[config.mk]
export PLATFORM = sky130hd
export DESIGN_NAME = enveloped_sine_tone_generator
export DESIGN_NICKNAME = d
export VERILOG_FILES = /design/src/sv/estg_pkg.sv /design/src/sv/estg_divider.sv /design/src/sv/estg_ctrl.sv /design/src/sv/estg_datapath.sv /design/src/sv/enveloped_sine_tone_generator.sv
export VERILOG_INCLUDE_DIRS = /design/src /design/src/sv
export SDC_FILE = /design/constraint.sdc
export NUM_CORES = 2
export LEC_CHECK = 0
export BUFFER_PORTS_ARGS = -buffer_cell sky130_fd_sc_hd__buf_2
export CORE_MARGIN = 4
export CORE_UTILIZATION = 65
export CTS_CLUSTER_DIAMETER = 200
export DETAILED_ROUTE_END_ITERATION = 12
export PLACE_DENSITY = 0.8
export SLEW_MARGIN = 30
export SYNTH_ARGS = -nofsm -noshare
export SYNTH_HDL_FRONTEND = slang
export SYNTH_SLANG_ARGS = --single-unit
[constraint.sdc]
create_clock -name clock -period 8.1 [get_ports clock]
set_input_delay 1.215 -clock clock [delete_from_list [all_inputs] [get_ports clock]]
set_output_delay 1.215 -clock clock [all_outputs]
set_load 0.005 [all_outputs]
[src/sv/assert_macros.svh]
// ----------------------------------------------------------------------------
// Assertion macros
// Shared concurrent assertion wrappers for the tone generator blocks.
// ----------------------------------------------------------------------------
`ifndef ASSERT_MACROS_SVH
`define ASSERT_MACROS_SVH

// generic clocked assertion with explicit clock and reset
`define ASSERT_CLK(label, clk, rst, prop) \
   label: assert property (@(posedge clk) disable iff (rst) prop) \
      else $error("assertion failed in tone generator");

// assertion on the standard clock and reset of this project
`define ASSERT_STD(label, prop) \
   `ASSERT_CLK(label, clock, reset, prop)

`endif

[src/sv/estg_pkg.sv]
// ----------------------------------------------------------------------------
// estg_pkg
// Types, constants and the sine table function of the tone generator.
// ----------------------------------------------------------------------------
package estg_pkg;

   localparam int DEF_SAMPLE_RATE_HZ  = 16000;
   localparam int DEF_PHASE_BITS      = 32;
   localparam int DEF_SINE_TABLE_BITS = 8;

   localparam int FIELD_W   = 16;
   localparam int COUNT_W   = 21;
   localparam int MAG_W     = 15;
   localparam int ENV_W     = 17;
   localparam int ENV_SHIFT = 16;
   localparam int ENV_CMP_W = 26;
   localparam int VOL_W     = 7;
   localparam int VOLAMP_W  = 21;
   localparam int PROD1_W   = MAG_W + ENV_W;
   localparam int PROD2_W   = PROD1_W + VOLAMP_W;
   localparam int PROD_SHIFT = 31;
   localparam int DIV_NUM_W = 48;
   localparam int DIV_DEN_W = 21;

   localparam logic [COUNT_W-1:0] COUNT_MAX = {COUNT_W{1'b1}};
   localparam int AMPLITUDE   = 16000;
   localparam int MS_PER_S    = 1000;
   localparam int VOL_MAX     = 100;
   localparam int VOL_RESET   = 80;
   localparam int ENV_ONE     = 65536;
   localparam int ENV_UP_DIV  = 20;
   localparam int ENV_DN_DIV  = 10;
   localparam int ENV_DN_KEEP = 9;

   localparam longint unsigned SC1 = 64'd1686629713;
   localparam longint unsigned SC3 = 64'd693598668;
   localparam longint unsigned SC5 = 64'd85569306;
   localparam longint unsigned SC7 = 64'd5026995;
   localparam longint unsigned SC9 = 64'd172272;

   typedef enum logic {
      REQ_START = 1'b0,
      REQ_TICK  = 1'b1
   } req_kind_type;

   typedef struct packed {
      logic take;
      logic div_total;
      logic div_inc;
      logic commit_start;
      logic lookup;
      logic mul1;
      logic mul2;
      logic div_vol;
      logic emit_tone;
      logic emit_idle;
   } ctl_cmd_type;

   typedef struct packed {
      logic tick;
      logic tone_busy;
      logic env_ramp;
      logic div_done;
      logic rsp_free;
   } ctl_status_type;

   // Q15 quarter-wave sine of (x / 2^30) * pi/2, odd polynomial in Q30
   function automatic logic [MAG_W-1:0] quarter_sine(input longint unsigned x);
      longint unsigned x2;
      longint unsigned t;
      longint unsigned s;
      x2 = (x * x) >> 30;
      t  = SC9;
      t  = SC7 - ((x2 * t) >> 30);
      t  = SC5 - ((x2 * t) >> 30);
      t  = SC3 - ((x2 * t) >> 30);
      t  = SC1 - ((x2 * t) >> 30);
      s  = (x * t) >> 30;
      s  = (s + 64'd16384) >> 15;
      if (s > 64'd32767) begin
         return {MAG_W{1'b1}};
      end
      return s[MAG_W-1:0];
   endfunction

endpackage

[src/sv/estg_divider.sv]
// ----------------------------------------------------------------------------
// estg_divider
// Shared restoring divider, two quotient bits per clock.
// ----------------------------------------------------------------------------
`include "assert_macros.svh"

module estg_divider #(
   parameter int NUM_W = estg_pkg::DIV_NUM_W,   // must be even
   parameter int DEN_W = estg_pkg::DIV_DEN_W
) (
   input  logic             clock,
   input  logic             reset,
   input  logic             start,
   input  logic [NUM_W-1:0] numer,
   input  logic [DEN_W-1:0] denom,
   output logic             busy,
   output logic             done,
   output logic [NUM_W-1:0] quot
);

   localparam int STEPS = NUM_W / 2;
   localparam int CNT_W = $clog2(STEPS + 1);

   logic [DEN_W-1:0] rem_ff;
   logic [DEN_W-1:0] rem_in;
   logic [NUM_W-1:0] quo_ff;
   logic [NUM_W-1:0] quo_in;
   logic [DEN_W-1:0] den_ff;
   logic [CNT_W-1:0] cnt_ff;
   logic             busy_ff;
   logic             done_ff;
   logic [DEN_W:0]   trial;

   always_comb begin
      rem_in = rem_ff;
      quo_in = quo_ff;
      trial  = '0;
      for (int j = 0; j < 2; j++) begin
         trial  = {rem_in, quo_in[NUM_W-1]};
         quo_in = {quo_in[NUM_W-2:0], 1'b0};
         if (trial >= {1'b0, den_ff}) begin
            trial     = trial - {1'b0, den_ff};
            quo_in[0] = 1'b1;
         end
         rem_in = trial[DEN_W-1:0];
      end
   end

   always_ff @(posedge clock) begin
      if (start) begin
         rem_ff <= '0;
         quo_ff <= numer;
         den_ff <= denom;
      end else if (busy_ff) begin
         rem_ff <= rem_in;
         quo_ff <= quo_in;
      end
   end

   always_ff @(posedge clock) begin
      if (reset) begin
         busy_ff <= 1'b0;
         done_ff <= 1'b0;
         cnt_ff  <= '0;
      end else if (start) begin
         busy_ff <= 1'b1;
         done_ff <= 1'b0;
         cnt_ff  <= CNT_W'(STEPS);
      end else if (busy_ff) begin
         cnt_ff  <= cnt_ff - 1'b1;
         busy_ff <= (cnt_ff != CNT_W'(1));
         done_ff <= (cnt_ff == CNT_W'(1));
      end else begin
         done_ff <= 1'b0;
      end
   end

   assign busy = busy_ff;
   assign done = done_ff;
   assign quot = quo_ff;

   `ASSERT_STD(a_start_when_free, start |-> !busy_ff)
   `ASSERT_STD(a_done_pulse, done_ff |=> !done_ff)

endmodule

[src/sv/estg_ctrl.sv]
// ----------------------------------------------------------------------------
// estg_ctrl
// Sequencer for start and tick items of the tone generator.
// ----------------------------------------------------------------------------
module estg_ctrl (
   input  logic                     clock,
   input  logic                     reset,
   input  logic                     req_tvalid,
   output logic                     req_tready,
   input  estg_pkg::ctl_status_type status,
   output estg_pkg::ctl_cmd_type    cmd
);

   typedef enum logic [3:0] {
      ST_IDLE,
      ST_DECODE,
      ST_TOT_GO,
      ST_TOT_WAIT,
      ST_INC_GO,
      ST_INC_WAIT,
      ST_IDLE_OUT,
      ST_LOOKUP,
      ST_ENV_WAIT,
      ST_MUL1,
      ST_MUL2,
      ST_VOL_GO,
      ST_VOL_WAIT,
      ST_EMIT
   } state_type;

   state_type state_ff;
   state_type state_in;

   always_comb begin
      state_in = state_ff;
      case (state_ff)
         ST_IDLE: begin
            if (req_tvalid) state_in = ST_DECODE;
         end
         ST_DECODE: begin
            if (!status.tick) state_in = ST_TOT_GO;
            else if (!status.tone_busy) state_in = ST_IDLE_OUT;
            else state_in = ST_LOOKUP;
         end
         ST_TOT_GO:   state_in = ST_TOT_WAIT;
         ST_TOT_WAIT: begin
            if (status.div_done) state_in = ST_INC_GO;
         end
         ST_INC_GO:   state_in = ST_INC_WAIT;
         ST_INC_WAIT: begin
            if (status.div_done) state_in = ST_IDLE;
         end
         ST_IDLE_OUT: begin
            if (status.rsp_free) state_in = ST_IDLE;
         end
         ST_LOOKUP: begin
            state_in = status.env_ramp ? ST_ENV_WAIT : ST_MUL1;
         end
         ST_ENV_WAIT: begin
            if (status.div_done) state_in = ST_MUL1;
         end
         ST_MUL1:     state_in = ST_MUL2;
         ST_MUL2:     state_in = ST_VOL_GO;
         ST_VOL_GO:   state_in = ST_VOL_WAIT;
         ST_VOL_WAIT: begin
            if (status.div_done) state_in = ST_EMIT;
         end
         ST_EMIT: begin
            if (status.rsp_free) state_in = ST_IDLE;
         end
         default:     state_in = ST_IDLE;
      endcase
   end

   always_ff @(posedge clock) begin
      if (reset) begin
         state_ff <= ST_IDLE;
      end else begin
         state_ff <= state_in;
      end
   end

   assign req_tready       = (state_ff == ST_IDLE);
   assign cmd.take         = (state_ff == ST_IDLE);
   assign cmd.div_total    = (state_ff == ST_TOT_GO);
   assign cmd.div_inc      = (state_ff == ST_INC_GO);
   assign cmd.commit_start = (state_ff == ST_INC_WAIT) && status.div_done;
   assign cmd.lookup       = (state_ff == ST_LOOKUP);
   assign cmd.mul1         = (state_ff == ST_MUL1);
   assign cmd.mul2         = (state_ff == ST_MUL2);
   assign cmd.div_vol      = (state_ff == ST_VOL_GO);
   assign cmd.emit_tone    = (state_ff == ST_EMIT) && status.rsp_free;
   assign cmd.emit_idle    = (state_ff == ST_IDLE_OUT) && status.rsp_free;

endmodule

[src/sv/estg_datapath.sv]
// ----------------------------------------------------------------------------
// estg_datapath
// Tone state, sine lookup, envelope, scaling and the output register.
// ----------------------------------------------------------------------------
`include "assert_macros.svh"

module estg_datapath #(
   parameter int SAMPLE_RATE_HZ  = estg_pkg::DEF_SAMPLE_RATE_HZ,
   parameter int PHASE_BITS      = estg_pkg::DEF_PHASE_BITS,
   parameter int SINE_TABLE_BITS = estg_pkg::DEF_SINE_TABLE_BITS
) (
   input  logic                                  clock,
   input  logic                                  reset,
   input  logic                                  req_tvalid,
   input  logic [2*estg_pkg::FIELD_W-1:0]        req_tdata,
   input  logic                                  req_tuser,
   output logic                                  rsp_tvalid,
   input  logic                                  rsp_tready,
   output logic [estg_pkg::FIELD_W-1:0]          rsp_tdata,
   output logic                                  rsp_tuser,
   output logic                                  rsp_tlast,
   input  logic                                  csr_we,
   input  logic [estg_pkg::VOL_W-1:0]            csr_wdata,
   input  estg_pkg::ctl_cmd_type                 cmd,
   output estg_pkg::ctl_status_type              status
);

   localparam int FW    = estg_pkg::FIELD_W;
   localparam int CW    = estg_pkg::COUNT_W;
   localparam int MW    = estg_pkg::MAG_W;
   localparam int EW    = estg_pkg::ENV_W;
   localparam int ECW   = estg_pkg::ENV_CMP_W;
   localparam int NW    = estg_pkg::DIV_NUM_W;
   localparam int DW    = estg_pkg::DIV_DEN_W;
   localparam int QB    = SINE_TABLE_BITS - 2;
   localparam int QSIZE = 1 << QB;
   localparam int POS_W = QB + 1;

   typedef logic [MW-1:0] rom_type [QSIZE+1];

   function automatic rom_type build_rom();
      rom_type t;
      for (int p = 0; p <= QSIZE; p++) begin
         t[p] = estg_pkg::quarter_sine(64'(p) << (30 - QB));
      end
      return t;
   endfunction

   localparam rom_type SINE_ROM = build_rom();

   // input item
   logic          tick_ff;
   logic [FW-1:0] freq_ff;
   logic [FW-1:0] dur_ff;

   // tone state
   logic [PHASE_BITS-1:0] acc_ff;
   logic [PHASE_BITS-1:0] inc_ff;
   logic [CW-1:0]         idx_ff;
   logic [CW-1:0]         total_ff;
   logic [CW-1:0]         total_tmp_ff;
   logic                  busy_ff;
   logic [estg_pkg::VOLAMP_W-1:0] volamp_ff;

   // sample pipeline
   logic [MW-1:0]                  mag_ff;
   logic                           neg_ff;
   logic                           ramp_ff;
   logic [estg_pkg::PROD1_W-1:0]   prod1_ff;
   logic [estg_pkg::PROD2_W-1:0]   prod2_ff;

   // output register
   logic          rsp_valid_ff;
   logic [MW-1:0] rsp_sample_ff;
   logic          rsp_active_ff;
   logic          rsp_last_ff;

   // divider
   logic          div_start;
   logic [NW-1:0] div_numer;
   logic [DW-1:0] div_denom;
   logic          div_busy;
   logic          div_done;
   logic [NW-1:0] div_quot;

   logic [SINE_TABLE_BITS-1:0] tbl_k;
   logic [POS_W-1:0]           tbl_pos;
   logic [ECW-1:0]             i20;
   logic [ECW-1:0]             i10;
   logic [ECW-1:0]             n1;
   logic [ECW-1:0]             n9;
   logic [ECW-1:0]             down_num;
   logic                       ramp_up;
   logic                       ramp_dn;
   logic [NW-1:0]              env_numer;
   logic [CW:0]                idx_next;
   logic                       last_flag;
   logic [EW-1:0]              env_val;
   logic [MW-1:0]              vol_mag;
   logic [CW-1:0]              total_sat;
   logic [estg_pkg::VOL_W-1:0] vol_sat;
   logic                       rsp_free;

   // sine table addressing with quadrant symmetry
   assign tbl_k   = acc_ff[PHASE_BITS-1 -: SINE_TABLE_BITS];
   assign tbl_pos = tbl_k[QB] ? (POS_W'(QSIZE) - {1'b0, tbl_k[QB-1:0]})
                              : {1'b0, tbl_k[QB-1:0]};

   // envelope region
   assign i20      = ECW'(idx_ff) * ECW'(estg_pkg::ENV_UP_DIV);
   assign i10      = ECW'(idx_ff) * ECW'(estg_pkg::ENV_DN_DIV);
   assign n1       = ECW'(total_ff);
   assign n9       = ECW'(total_ff) * ECW'(estg_pkg::ENV_DN_KEEP);
   assign down_num = ECW'(total_ff - idx_ff) * ECW'(estg_pkg::ENV_DN_DIV);
   assign ramp_up  = (i20 < n1);
   assign ramp_dn  = (i10 > n9);
   assign env_numer = ramp_up ? (NW'(i20) << estg_pkg::ENV_SHIFT)
                              : (NW'(down_num) << estg_pkg::ENV_SHIFT);

   assign idx_next  = {1'b0, idx_ff} + 1'b1;
   assign last_flag = (idx_next >= {1'b0, total_ff});
   assign env_val   = ramp_ff ? div_quot[EW-1:0] : EW'(estg_pkg::ENV_ONE);
   assign vol_mag   = div_quot[MW-1:0];
   assign total_sat = (div_quot > NW'(estg_pkg::COUNT_MAX)) ? estg_pkg::COUNT_MAX
                                                              : div_quot[CW-1:0];
   assign vol_sat   = (csr_wdata > estg_pkg::VOL_W'(estg_pkg::VOL_MAX))
                      ? estg_pkg::VOL_W'(estg_pkg::VOL_MAX) : csr_wdata;
   assign rsp_free  = !rsp_valid_ff || rsp_tready;

   // shared divider operand selection
   assign div_start = cmd.div_total || cmd.div_inc || cmd.div_vol ||
                      (cmd.lookup && ramp_up) || (cmd.lookup && ramp_dn);

   always_comb begin
      div_numer = env_numer;
      div_denom = total_ff;
      if (cmd.div_total) begin
         div_numer = NW'(SAMPLE_RATE_HZ) * NW'(dur_ff);
         div_denom = DW'(estg_pkg::MS_PER_S);
      end else if (cmd.div_inc) begin
         div_numer = NW'(freq_ff) << PHASE_BITS;
         div_denom = DW'(SAMPLE_RATE_HZ);
      end else if (cmd.div_vol) begin
         div_numer = NW'(prod2_ff >> estg_pkg::PROD_SHIFT);
         div_denom = DW'(estg_pkg::VOL_MAX);
      end
   end

   estg_divider #(
      .NUM_W (NW),
      .DEN_W (DW)
   ) u_div (
      .clock (clock),
      .reset (reset),
      .start (div_start),
      .numer (div_numer),
      .denom (div_denom),
      .busy  (div_busy),
      .done  (div_done),
      .quot  (div_quot)
   );

   // payload registers
   always_ff @(posedge clock) begin
      if (cmd.take && req_tvalid) begin
         tick_ff <= (req_tuser == estg_pkg::REQ_TICK);
         freq_ff <= req_tdata[FW-1:0];
         dur_ff  <= req_tdata[2*FW-1:FW];
      end
      if (cmd.div_inc) begin
         total_tmp_ff <= total_sat;
      end
      if (cmd.lookup) begin
         mag_ff  <= SINE_ROM[tbl_pos];
         neg_ff  <= tbl_k[SINE_TABLE_BITS-1];
         ramp_ff <= ramp_up || ramp_dn;
      end
      if (cmd.mul1) begin
         prod1_ff <= mag_ff * env_val;
      end
      if (cmd.mul2) begin
         prod2_ff <= estg_pkg::PROD2_W'(prod1_ff) * estg_pkg::PROD2_W'(volamp_ff);
      end
      if (cmd.emit_tone) begin
         rsp_sample_ff <= neg_ff ? (MW'(0) - vol_mag) : vol_mag;
         rsp_active_ff <= 1'b1;
         rsp_last_ff   <= last_flag;
      end else if (cmd.emit_idle) begin
         rsp_sample_ff <= '0;
         rsp_active_ff <= 1'b0;
         rsp_last_ff   <= 1'b0;
      end
   end

   // tone state and control registers
   always_ff @(posedge clock) begin
      if (reset) begin
         acc_ff       <= '0;
         inc_ff       <= '0;
         idx_ff       <= '0;
         total_ff     <= '0;
         busy_ff      <= 1'b0;
         volamp_ff    <= estg_pkg::VOLAMP_W'(estg_pkg::VOL_RESET * estg_pkg::AMPLITUDE);
         rsp_valid_ff <= 1'b0;
      end else begin
         if (csr_we) begin
            volamp_ff <= estg_pkg::VOLAMP_W'(vol_sat) *
                         estg_pkg::VOLAMP_W'(estg_pkg::AMPLITUDE);
         end
         if (cmd.commit_start) begin
            acc_ff   <= '0;
            idx_ff   <= '0;
            inc_ff   <= div_quot[PHASE_BITS-1:0];
            total_ff <= total_tmp_ff;
            busy_ff  <= (total_tmp_ff != '0);
         end else if (cmd.emit_tone) begin
            acc_ff  <= acc_ff + inc_ff;
            idx_ff  <= idx_next[CW-1:0];
            busy_ff <= !last_flag;
         end
         if (cmd.emit_tone || cmd.emit_idle) begin
            rsp_valid_ff <= 1'b1;
         end else if (rsp_tready) begin
            rsp_valid_ff <= 1'b0;
         end
      end
   end

   assign status.tick      = tick_ff;
   assign status.tone_busy = busy_ff;
   assign status.env_ramp  = ramp_up || ramp_dn;
   assign status.div_done  = div_done;
   assign status.rsp_free  = rsp_free && !div_busy;

   assign rsp_tvalid = rsp_valid_ff;
   assign rsp_tdata  = {1'b0, rsp_sample_ff};
   assign rsp_tuser  = rsp_active_ff;
   assign rsp_tlast  = rsp_last_ff;

   `ASSERT_STD(a_index_below_total, busy_ff |-> (idx_ff < total_ff))
   `ASSERT_STD(a_load_only_when_free, (cmd.emit_tone || cmd.emit_idle) |-> rsp_free)
   `ASSERT_STD(a_sample_in_range, rsp_valid_ff |-> (($signed(rsp_sample_ff) <= $signed(MW'(estg_pkg::AMPLITUDE))) && ($signed(rsp_sample_ff) >= -$signed(MW'(estg_pkg::AMPLITUDE)))))

endmodule

[src/sv/enveloped_sine_tone_generator.sv]
// ----------------------------------------------------------------------------
// enveloped_sine_tone_generator
// Sine tone generator with phase accumulator, linear envelope and volume.
// ----------------------------------------------------------------------------
// Usage:
//   req channel: tuser = 0 starts a tone (tdata = frequency in Hz, duration
//   in ms), tuser = 1 is a sample tick. A start gives no item on rsp; each
//   tick gives exactly one rsp item, in order.
//   rsp channel: tdata holds the signed sample, tuser is high for a tone
//   sample, tlast marks the final sample of the tone. Idle ticks give zero.
//   csr_we/csr_wdata write the volume in percent (above 100 stored as 100);
//   write only while no item is in flight.
// Timing: one item at a time, all divisions through one shared divider that
//   retires 2 quotient bits a cycle. A start takes two divisions, a tick on
//   the envelope plateau one (volume) and a tick on the ramps two (envelope
//   and volume); an idle tick takes none.
// Reset clears the tone (idle), volume returns to 80 percent. A stalled rsp
//   holds its item in the output register; the next req item is still taken,
//   and its result waits until that register is free.
// ----------------------------------------------------------------------------
module enveloped_sine_tone_generator #(
   parameter int SAMPLE_RATE_HZ  = estg_pkg::DEF_SAMPLE_RATE_HZ,
   parameter int PHASE_BITS      = estg_pkg::DEF_PHASE_BITS,
   parameter int SINE_TABLE_BITS = estg_pkg::DEF_SINE_TABLE_BITS
) (
   input  logic                           clock,
   input  logic                           reset,
   input  logic                           req_tvalid,
   output logic                           req_tready,
   input  logic [2*estg_pkg::FIELD_W-1:0] req_tdata,   // tone_freq_hz, tone_duration_ms
   input  logic                           req_tuser,   // cmd
   output logic                           rsp_tvalid,
   input  logic                           rsp_tready,
   output logic [estg_pkg::FIELD_W-1:0]   rsp_tdata,   // sample_value, zero pad
   output logic                           rsp_tuser,   // tone_active
   output logic                           rsp_tlast,
   input  logic                           csr_we,
   input  logic [estg_pkg::VOL_W-1:0]     csr_wdata
);

   estg_pkg::ctl_cmd_type    cmd;
   estg_pkg::ctl_status_type status;

   estg_ctrl u_ctrl (
      .clock      (clock),
      .reset      (reset),
      .req_tvalid (req_tvalid),
      .req_tready (req_tready),
      .status     (status),
      .cmd        (cmd)
   );

   estg_datapath #(
      .SAMPLE_RATE_HZ  (SAMPLE_RATE_HZ),
      .PHASE_BITS      (PHASE_BITS),
      .SINE_TABLE_BITS (SINE_TABLE_BITS)
   ) u_dp (
      .clock      (clock),
      .reset      (reset),
      .req_tvalid (req_tvalid),
      .req_tdata  (req_tdata),
      .req_tuser  (req_tuser),
      .rsp_tvalid (rsp_tvalid),
      .rsp_tready (rsp_tready),
      .rsp_tdata  (rsp_tdata),
      .rsp_tuser  (rsp_tuser),
      .rsp_tlast  (rsp_tlast),
      .csr_we     (csr_we),
      .csr_wdata  (csr_wdata),
      .cmd        (cmd),
      .status     (status)
   );

endmodule

* Word-level counts from Yosys, hierarchy flattened
Memory sizes are Yosys's and may differ from the RTL's. A register that Yosys moved wholly into a read port is not among the register bits.
Index checks and enable logic that the tools add are counted.
** Storage, ports and cells
- Flip-flop bits (word level) :: 374
- ROM bits :: 1920
- Bits of input ports :: 45
- Output and inout bits :: 20
- Memories kept :: 1
** Memory list
- (name not given) :: words 128, bits a word 15, read ports 1, clocked after Yosys merged registers in 1, wr ports 0, line estg_datapath.sv:174 : mag_ff <= SINE_ROM[tbl_pos];
** Cells by class
- $add $sub $neg :: 8
- Multipliers :: 8
- Order comparisons :: 7
- Equal/unequal tests :: 21
- Multiplexer cells :: 38
- Bitwise operators :: 2
- Reductions and logical operators :: 30
** Operators with widths (count)
- $mux 48 :: 5
- $ge 22x21->1 :: 3
- $pmux 4 s13 :: 1
- $gt 48x21->1 const B :: 1
- $mul 21x3->24 const B :: 2
- $mul 32x14->46 :: 1
- $mux 15 :: 3
- $mux 21 :: 2
- $mux 42 :: 1
- $sub 21x21->21 :: 2
- $add 32x32->32 :: 1
- $mul 15x17->32 :: 1
- $mux 14 :: 2
- $mux 4 :: 7
- $lt 26x21->1 :: 1
- $mul 26x3->25 const B :: 1
- $gt 25x25->1 :: 1
- $mul 21x4->25 const B :: 1
- $eq 4x4->1 const B :: 6
- $mul 7x16->23 const A :: 1
- $add 21x1->22 const B :: 1
- $sub 21x21->22 :: 1
- $reduce_bool 21->1 :: 1
- $mux 17 :: 1
- other kinds (25) :: 67

* Longest topological paths before layout
- Word-level depth :: 7
- Mapped depth :: 31
- Gate-level depth less buffers :: 29

* Modules after synthesis
Synthesis repeated with hierarchy kept, for this count alone.
** Unflattened totals
- Cells, all modules :: 5578
- Area total of the unflattened synthesis :: 51130.3 µm²
** Modules (own cells, without submodules)
- estg_datapath :: times used 1, cells an instance 4901, area each 44313.8 µm²
- estg_divider :: times used 1, cells an instance 623, area each 6372.4 µm²
- estg_ctrl :: times used 1, cells an instance 54, area each 444.2 µm²

* Least setup slack after synthesis
Ideal clock, no wire load.
- Path kind :: flip-flop to flip-flop
- Start :: reg u_dp.ramp_ff
- End :: reg u_dp.prod1_ff[30] (netlist bit), data pin
- Setup time :: 258 ps
- Data arrival time :: 6567 ps
- Data required time :: 7842 ps
- Setup slack :: 1276 ps
- Cell stages (with the launch flop) :: 27
- Period minus slack after synthesis :: 6824 ps
- Cell sequence :: edfxtp_1 > clkbuf_1 > clkbuf_1 > and3_1 > fa_1 > inv_1 > fa_1 > inv_1 > fa_1 > fa_1 > fa_1 > inv_1 > fa_1 > inv_1 > ha_1 > a21o_1 > a21o_1 > a21o_1 > a21oi_1 > nor2b_1 > a211o_1 > a41oi_1 > a211oi_1 > a211o_1 > a41o_1 > a21oi_1 > xnor2_1
** Between the ends
- Word-level cells in the longest chain between the ends :: 2
** RTL lines
- start: declaration :: line estg_datapath.sv:68 : logic ramp_ff;
- start signal: assignment :: line estg_datapath.sv:176 : ramp_ff <= ramp_up || ramp_dn;
- $mux 17 :: line estg_datapath.sv:122 : assign env_val = ramp_ff ? div_quot[EW-1:0] : EW'(estg_pkg::ENV_ONE);
- $mul 15x17->32 :: line estg_datapath.sv:179 : prod1_ff <= mag_ff * env_val;
- end signal: assignment :: line estg_datapath.sv:179
- end: declaration :: line estg_datapath.sv:69 : logic [estg_pkg::PROD1_W-1:0] prod1_ff;
No other way between the ends.
A chain may end at the register's enable or synchronous reset.

* Worst setup path in the final report
- Start :: reg u_dp.u_div.quo_ff[47] (netlist: u_dp.u_div.quot[47])
- End :: reg u_dp.u_div.rem_ff[18]
** Between the ends
- Word-level cells in the longest chain between the ends :: 4
- Elaborated cells on any way between the ends :: 6
- Classes of those cells :: 2 x add/sub; 2 x order compare; 2 x mux
** RTL lines
- start: declaration :: line estg_divider.sv:26 : logic [NUM_W-1:0] quo_ff;
- start signal: assignment :: line estg_divider.sv:52 : quo_ff <= numer;
- start signal: assignment :: line estg_divider.sv:56 : quo_ff <= quo_in;
- $sub 21x21->21 / $ge 22x21->1 (equally long branches) :: line estg_divider.sv:42, estg_divider.sv:41
- $mux 21 * :: line estg_divider.sv:41 : if (trial >= {1'b0, den_ff}) begin
- $sub 21x21->21 / $ge 22x21->1 (equally long branches) :: line estg_divider.sv:42, estg_divider.sv:41
- $mux 21 * :: line estg_divider.sv:41
- end signal: assignment :: line estg_divider.sv:55 : rem_ff <= rem_in;
- end: declaration :: line estg_divider.sv:24 : logic [DEN_W-1:0] rem_ff;
Every way passes the cells marked *; elsewhere a longest branch is shown, timed or not.

==> out/qor.json <==
{
  "logic_synthesis": {
    "yosys_most_used_dff": "sky130_fd_sc_hd__edfxtp_1",
    "syn-instance-count": 5481,
    "ys_types": 89,
    "yosysSeqAreaShare_pct": 18.89,
    "yosysTopAreaCellShare_pct": 25.24,
    "synth_top_area_cell": "sky130_fd_sc_hd__fa_1",
    "yosys_warnings": 0,
    "synth_enable_flop_cells": 210,
    "synth_area_leaders": "sky130_fd_sc_hd__fa_1, sky130_fd_sc_hd__ha_1, sky130_fd_sc_hd__edfxtp_1",
    "synthArstFlopShare_pct": 0,
    "synth.ff_latch_count": 365,
    "synth_area_per_cell_um2": 9.086,
    "mappedNetlistArea_um2": 49800,
    "synth.net_count": 6737
  },
  "sta": {
    "time_the_worst_path_needs_with_i_o_delays_and_setup_ps": 7593,
    "post-route-period-util_pct": 93.74,
    "timing_max_transition_violations_final": 0,
    "final-setup-viol-count": 0,
    "timing.slew.headroom_pct": 36.26,
    "hold_viol_final": 0,
    "tightest_slew_ps": 949.7,
    "maxClockFrequency_mhz": 131.7,
    "fin_skew_ps": 49.18,
    "final_total_negative_setup_slack_ps": 0,
    "unrepaired_setup_endpoints_after_global_routing": "false"
  },
  "floorplan": {
    "fp.dieArea_um2": 81110,
    "core_um2": 75950,
    "starting_density_pct": 65.57,
    "boundaryPins": 65,
    "horizontal_die_dimension_um": 284.8,
    "die_height_um": 284.8,
    "rows": 101
  },
  "drt": {
    "detailed_route_via_count": 39110,
    "avgRoutedWirePerCell_um": 19.82,
    "initialDrtViolationCount": 3262,
    "wirelength_um": 128300,
    "detail_route.first_pass.iterations": 9,
    "final_antenna_net_count": 0,
    "post_drt_via_cell_ratio": 6.042,
    "drt_drc_violations_left": 0
  },
  "worst_setup_path": {
    "r2r_setup_slack_ps": 510,
    "critical_path_arrival_ps": 8060,
    "rr_worst_depth": 27,
    "worst-path-max-fanout": 39,
    "critPathKind": "flop to flop",
    "start_kind": "flop",
    "r2r_end": "u_dp.u_div.rem_ff[18]",
    "setup.worst_path.end_class": "flop",
    "critPathRequiredTime_ps": 8570,
    "r2r-start": "u_dp.u_div.quot[47]"
  },
  "clock_tree": {
    "clock_sink_count": 365,
    "clock_tree.htree_level_count": 2,
    "worst_skew_pair.late_latency_ps": 610,
    "clock-root-buffer": "sky130_fd_sc_hd__clkbuf_16",
    "cts_buffers": 43,
    "cts_tree": "built",
    "max-clock-path-buffers": 3,
    "postCtsHoldBufs": 0,
    "cts.repair_timing.setup_buffer_count": 0,
    "resize_count_post_cts": 0,
    "clkTransAtPathRegs_ps": 60
  },
  "outcome": {
    "run_status": "completed"
  },
  "cells_and_area": {
    "most-common-layout-cells": "sky130_fd_sc_hd__inv_1, sky130_fd_sc_hd__nand2_1, sky130_fd_sc_hd__fa_1, sky130_fd_sc_hd__ha_1, sky130_fd_sc_hd__a21oi_1",
    "area.growth.synth_to_final_pct": 5.432,
    "post-route-util_pct": 69.13,
    "most_common_library_cell_in_the_layout_ignoring_fill_and_taps": "sky130_fd_sc_hd__inv_1",
    "layout_cell_share_with_drive_strength_beyond_1_pct": 4.924,
    "final_net_count": 6664
  },
  "flow_run": {
    "timing.max_cap.violations": 0
  },
  "global_routing": {
    "grt_overflow": 0,
    "grt_pass1_vias": 39480,
    "first_pass_grt_wire_length_um": 208000,
    "antenna_violations_before_repair": 3,
    "gr-usage-all-layers_pct": 31.81,
    "grt_max_degree": 142
  },
  "min_path": {
    "hold_depth": 2,
    "hold-path-endpoint": "u_dp.rsp_tuser",
    "worst_hold_path_type": "flop to flop",
    "min_from": "u_dp.rsp_tuser"
  },
  "place": {
    "dpl.hpwl_um": 99430,
    "gp_congestion": 0.9545,
    "io_buffers": 63
  }
}
## worst max path at each step
stage,start,slack [ps],end,cells past startpoint
3_5_place_dp,u_dp.volamp_ff[14],160,u_dp.prod2_ff[52],23
6_report,u_dp.u_div.quot[47],510,u_dp.u_div.rem_ff[18],27
5_1_grt,u_dp.u_div.quot[47],120,u_dp.u_div.rem_ff[10],28
3_3_place_gp,u_dp.prod1_ff[11],310,u_dp.prod2_ff[52],24
4_1_cts,u_dp.volamp_ff[14],140,u_dp.prod2_ff[52],23
2_1_floorplan,u_dp.ramp_ff,1280,u_dp.prod1_ff[30],26
## stage by stage
| step | std cells | hold WS (ps) | cell area [um^2] | setup slack [ps] |
|---|---|---|---|---|
| floorplan | 5481 | 430.7 | 49800 | 1276 |
| global placement | 6393 | 430.8 | 51050 | 313.5 |
| detailed placement | 6393 | 449.3 | 51050 | 164.4 |
| CTS | 6473 | 458.3 | 52490 | 136.8 |
| global route | 6473 | 470.4 | 52500 | 121.7 |
| finish | 6474 | 456.8 | 52510 | 506.7 |
## registers in the layout, summed over array words and instances, names as in the netlist, 4 cells and up
| signal | count |
|---|---|
| u_ctrl.state_ff | 4 |
| u_dp.acc_ff | 32 |
| u_dp.dur_ff | 16 |
| u_dp.freq_ff | 16 |
| u_dp.idx_ff | 21 |
| u_dp.inc_ff | 32 |
| u_dp.mag_ff | 15 |
| u_dp.prod1_ff | 32 |
| u_dp.prod2_ff | 22 |
| u_dp.rsp_sample_ff | 15 |
| u_dp.total_ff | 21 |
| u_dp.total_tmp_ff | 21 |
| u_dp.u_div.cnt_ff | 5 |
| u_dp.u_div.den_ff | 21 |
| u_dp.u_div.quot | 48 |
| u_dp.u_div.rem_ff | 21 |
| u_dp.volamp_ff | 14 |
## per-layer routing
metal | track usage (%) | part of all wire [%] | up-vias
met5 | 0 | 0.0062 | -
met4 | 11.22 | 4.1 | 2
met3 | 5.987 | 9.0 | 355
met2 | 51.31 | 46 | 1676
met1 | 43.42 | 41 | 19080
li1 | - | - | 18010
## area by class of cell
cell class,count,area [um^2]
multi-input combinational,4115,36680
fill,5842,23440
sequential,365,9410
inverter,746,2800
tap,1030,1289
clock buffer,53,1165
timing repair buffer,137,883.3
clock inverter,27,275.3
antenna,1,2.502
## critical path: stages, from the launching register on
cell	delay (ps)
sky130_fd_sc_hd__edfxtp_1	520
sky130_fd_sc_hd__inv_1	150
sky130_fd_sc_hd__ha_1	180
sky130_fd_sc_hd__inv_1	60
sky130_fd_sc_hd__fa_1	400
sky130_fd_sc_hd__a21o_1	190
sky130_fd_sc_hd__a21oi_2	240
sky130_fd_sc_hd__o211ai_2	150
sky130_fd_sc_hd__a2111oi_2	400
sky130_fd_sc_hd__o41ai_2	200
sky130_fd_sc_hd__a211oi_2	300
sky130_fd_sc_hd__o21ai_1	140
sky130_fd_sc_hd__a311oi_4	360
sky130_fd_sc_hd__buf_4	420
sky130_fd_sc_hd__o21ai_0	200
sky130_fd_sc_hd__ha_1	380
sky130_fd_sc_hd__o21a_1	150
sky130_fd_sc_hd__o21a_1	220
sky130_fd_sc_hd__o41a_1	380
sky130_fd_sc_hd__a221o_1	380
sky130_fd_sc_hd__a21o_1	220
sky130_fd_sc_hd__a31o_2	240
sky130_fd_sc_hd__a211oi_1	250
sky130_fd_sc_hd__o21ba_2	170
sky130_fd_sc_hd__o211a_2	420
sky130_fd_sc_hd__buf_4	340
sky130_fd_sc_hd__mux2i_1	250
sky130_fd_sc_hd__a211oi_1	90
## cells in the mapped netlist (17+ instances only)
| cell type | count |
|---|---|
| sky130_fd_sc_hd__a21o_1 | 110 |
| sky130_fd_sc_hd__mux2i_1 | 36 |
| sky130_fd_sc_hd__nand4_1 | 24 |
| sky130_fd_sc_hd__or3_1 | 48 |
| sky130_fd_sc_hd__clkbuf_1 | 233 |
| sky130_fd_sc_hd__nor2_1 | 253 |
| sky130_fd_sc_hd__xor2_1 | 79 |
| sky130_fd_sc_hd__edfxtp_1 | 210 |
| sky130_fd_sc_hd__o31ai_1 | 17 |
| sky130_fd_sc_hd__o21ai_0 | 155 |
| sky130_fd_sc_hd__xnor2_1 | 186 |
| sky130_fd_sc_hd__nor2b_1 | 41 |
| sky130_fd_sc_hd__ha_1 | 583 |
| sky130_fd_sc_hd__a211oi_1 | 54 |
| sky130_fd_sc_hd__nor3_1 | 70 |
| sky130_fd_sc_hd__inv_1 | 744 |
| sky130_fd_sc_hd__o21bai_1 | 27 |
| sky130_fd_sc_hd__nand2_1 | 698 |
| sky130_fd_sc_hd__nand2b_1 | 38 |
| sky130_fd_sc_hd__a31oi_1 | 30 |
| sky130_fd_sc_hd__a21oi_1 | 290 |
| sky130_fd_sc_hd__nand3_1 | 69 |
| sky130_fd_sc_hd__and2_1 | 244 |
| sky130_fd_sc_hd__fa_1 | 628 |
| sky130_fd_sc_hd__nor4_1 | 19 |
| sky130_fd_sc_hd__dfxtp_1 | 155 |
| sky130_fd_sc_hd__and3_1 | 142 |
| sky130_fd_sc_hd__o21a_1 | 46 |
## cells by family (layout without fill, tap and decap cells)
group           after synthesis  count (layout)  share of synthesized area [%]
mux                          45              45                         0.9346
simple gates               1683            1683                          16.11
flops                       365             365                          18.89
compound gates              910             910                          11.87
buf+inv                    1001             963                          7.628
xor+xnor                    265             265                          4.660
fa+ha+maj                  1211            1211                          39.89
other cells                   1               2                       0.007530
Power is left out: the tool's default activity adds up to more than one toggle a clock period on the data nets, which glitch-free logic cannot reach.
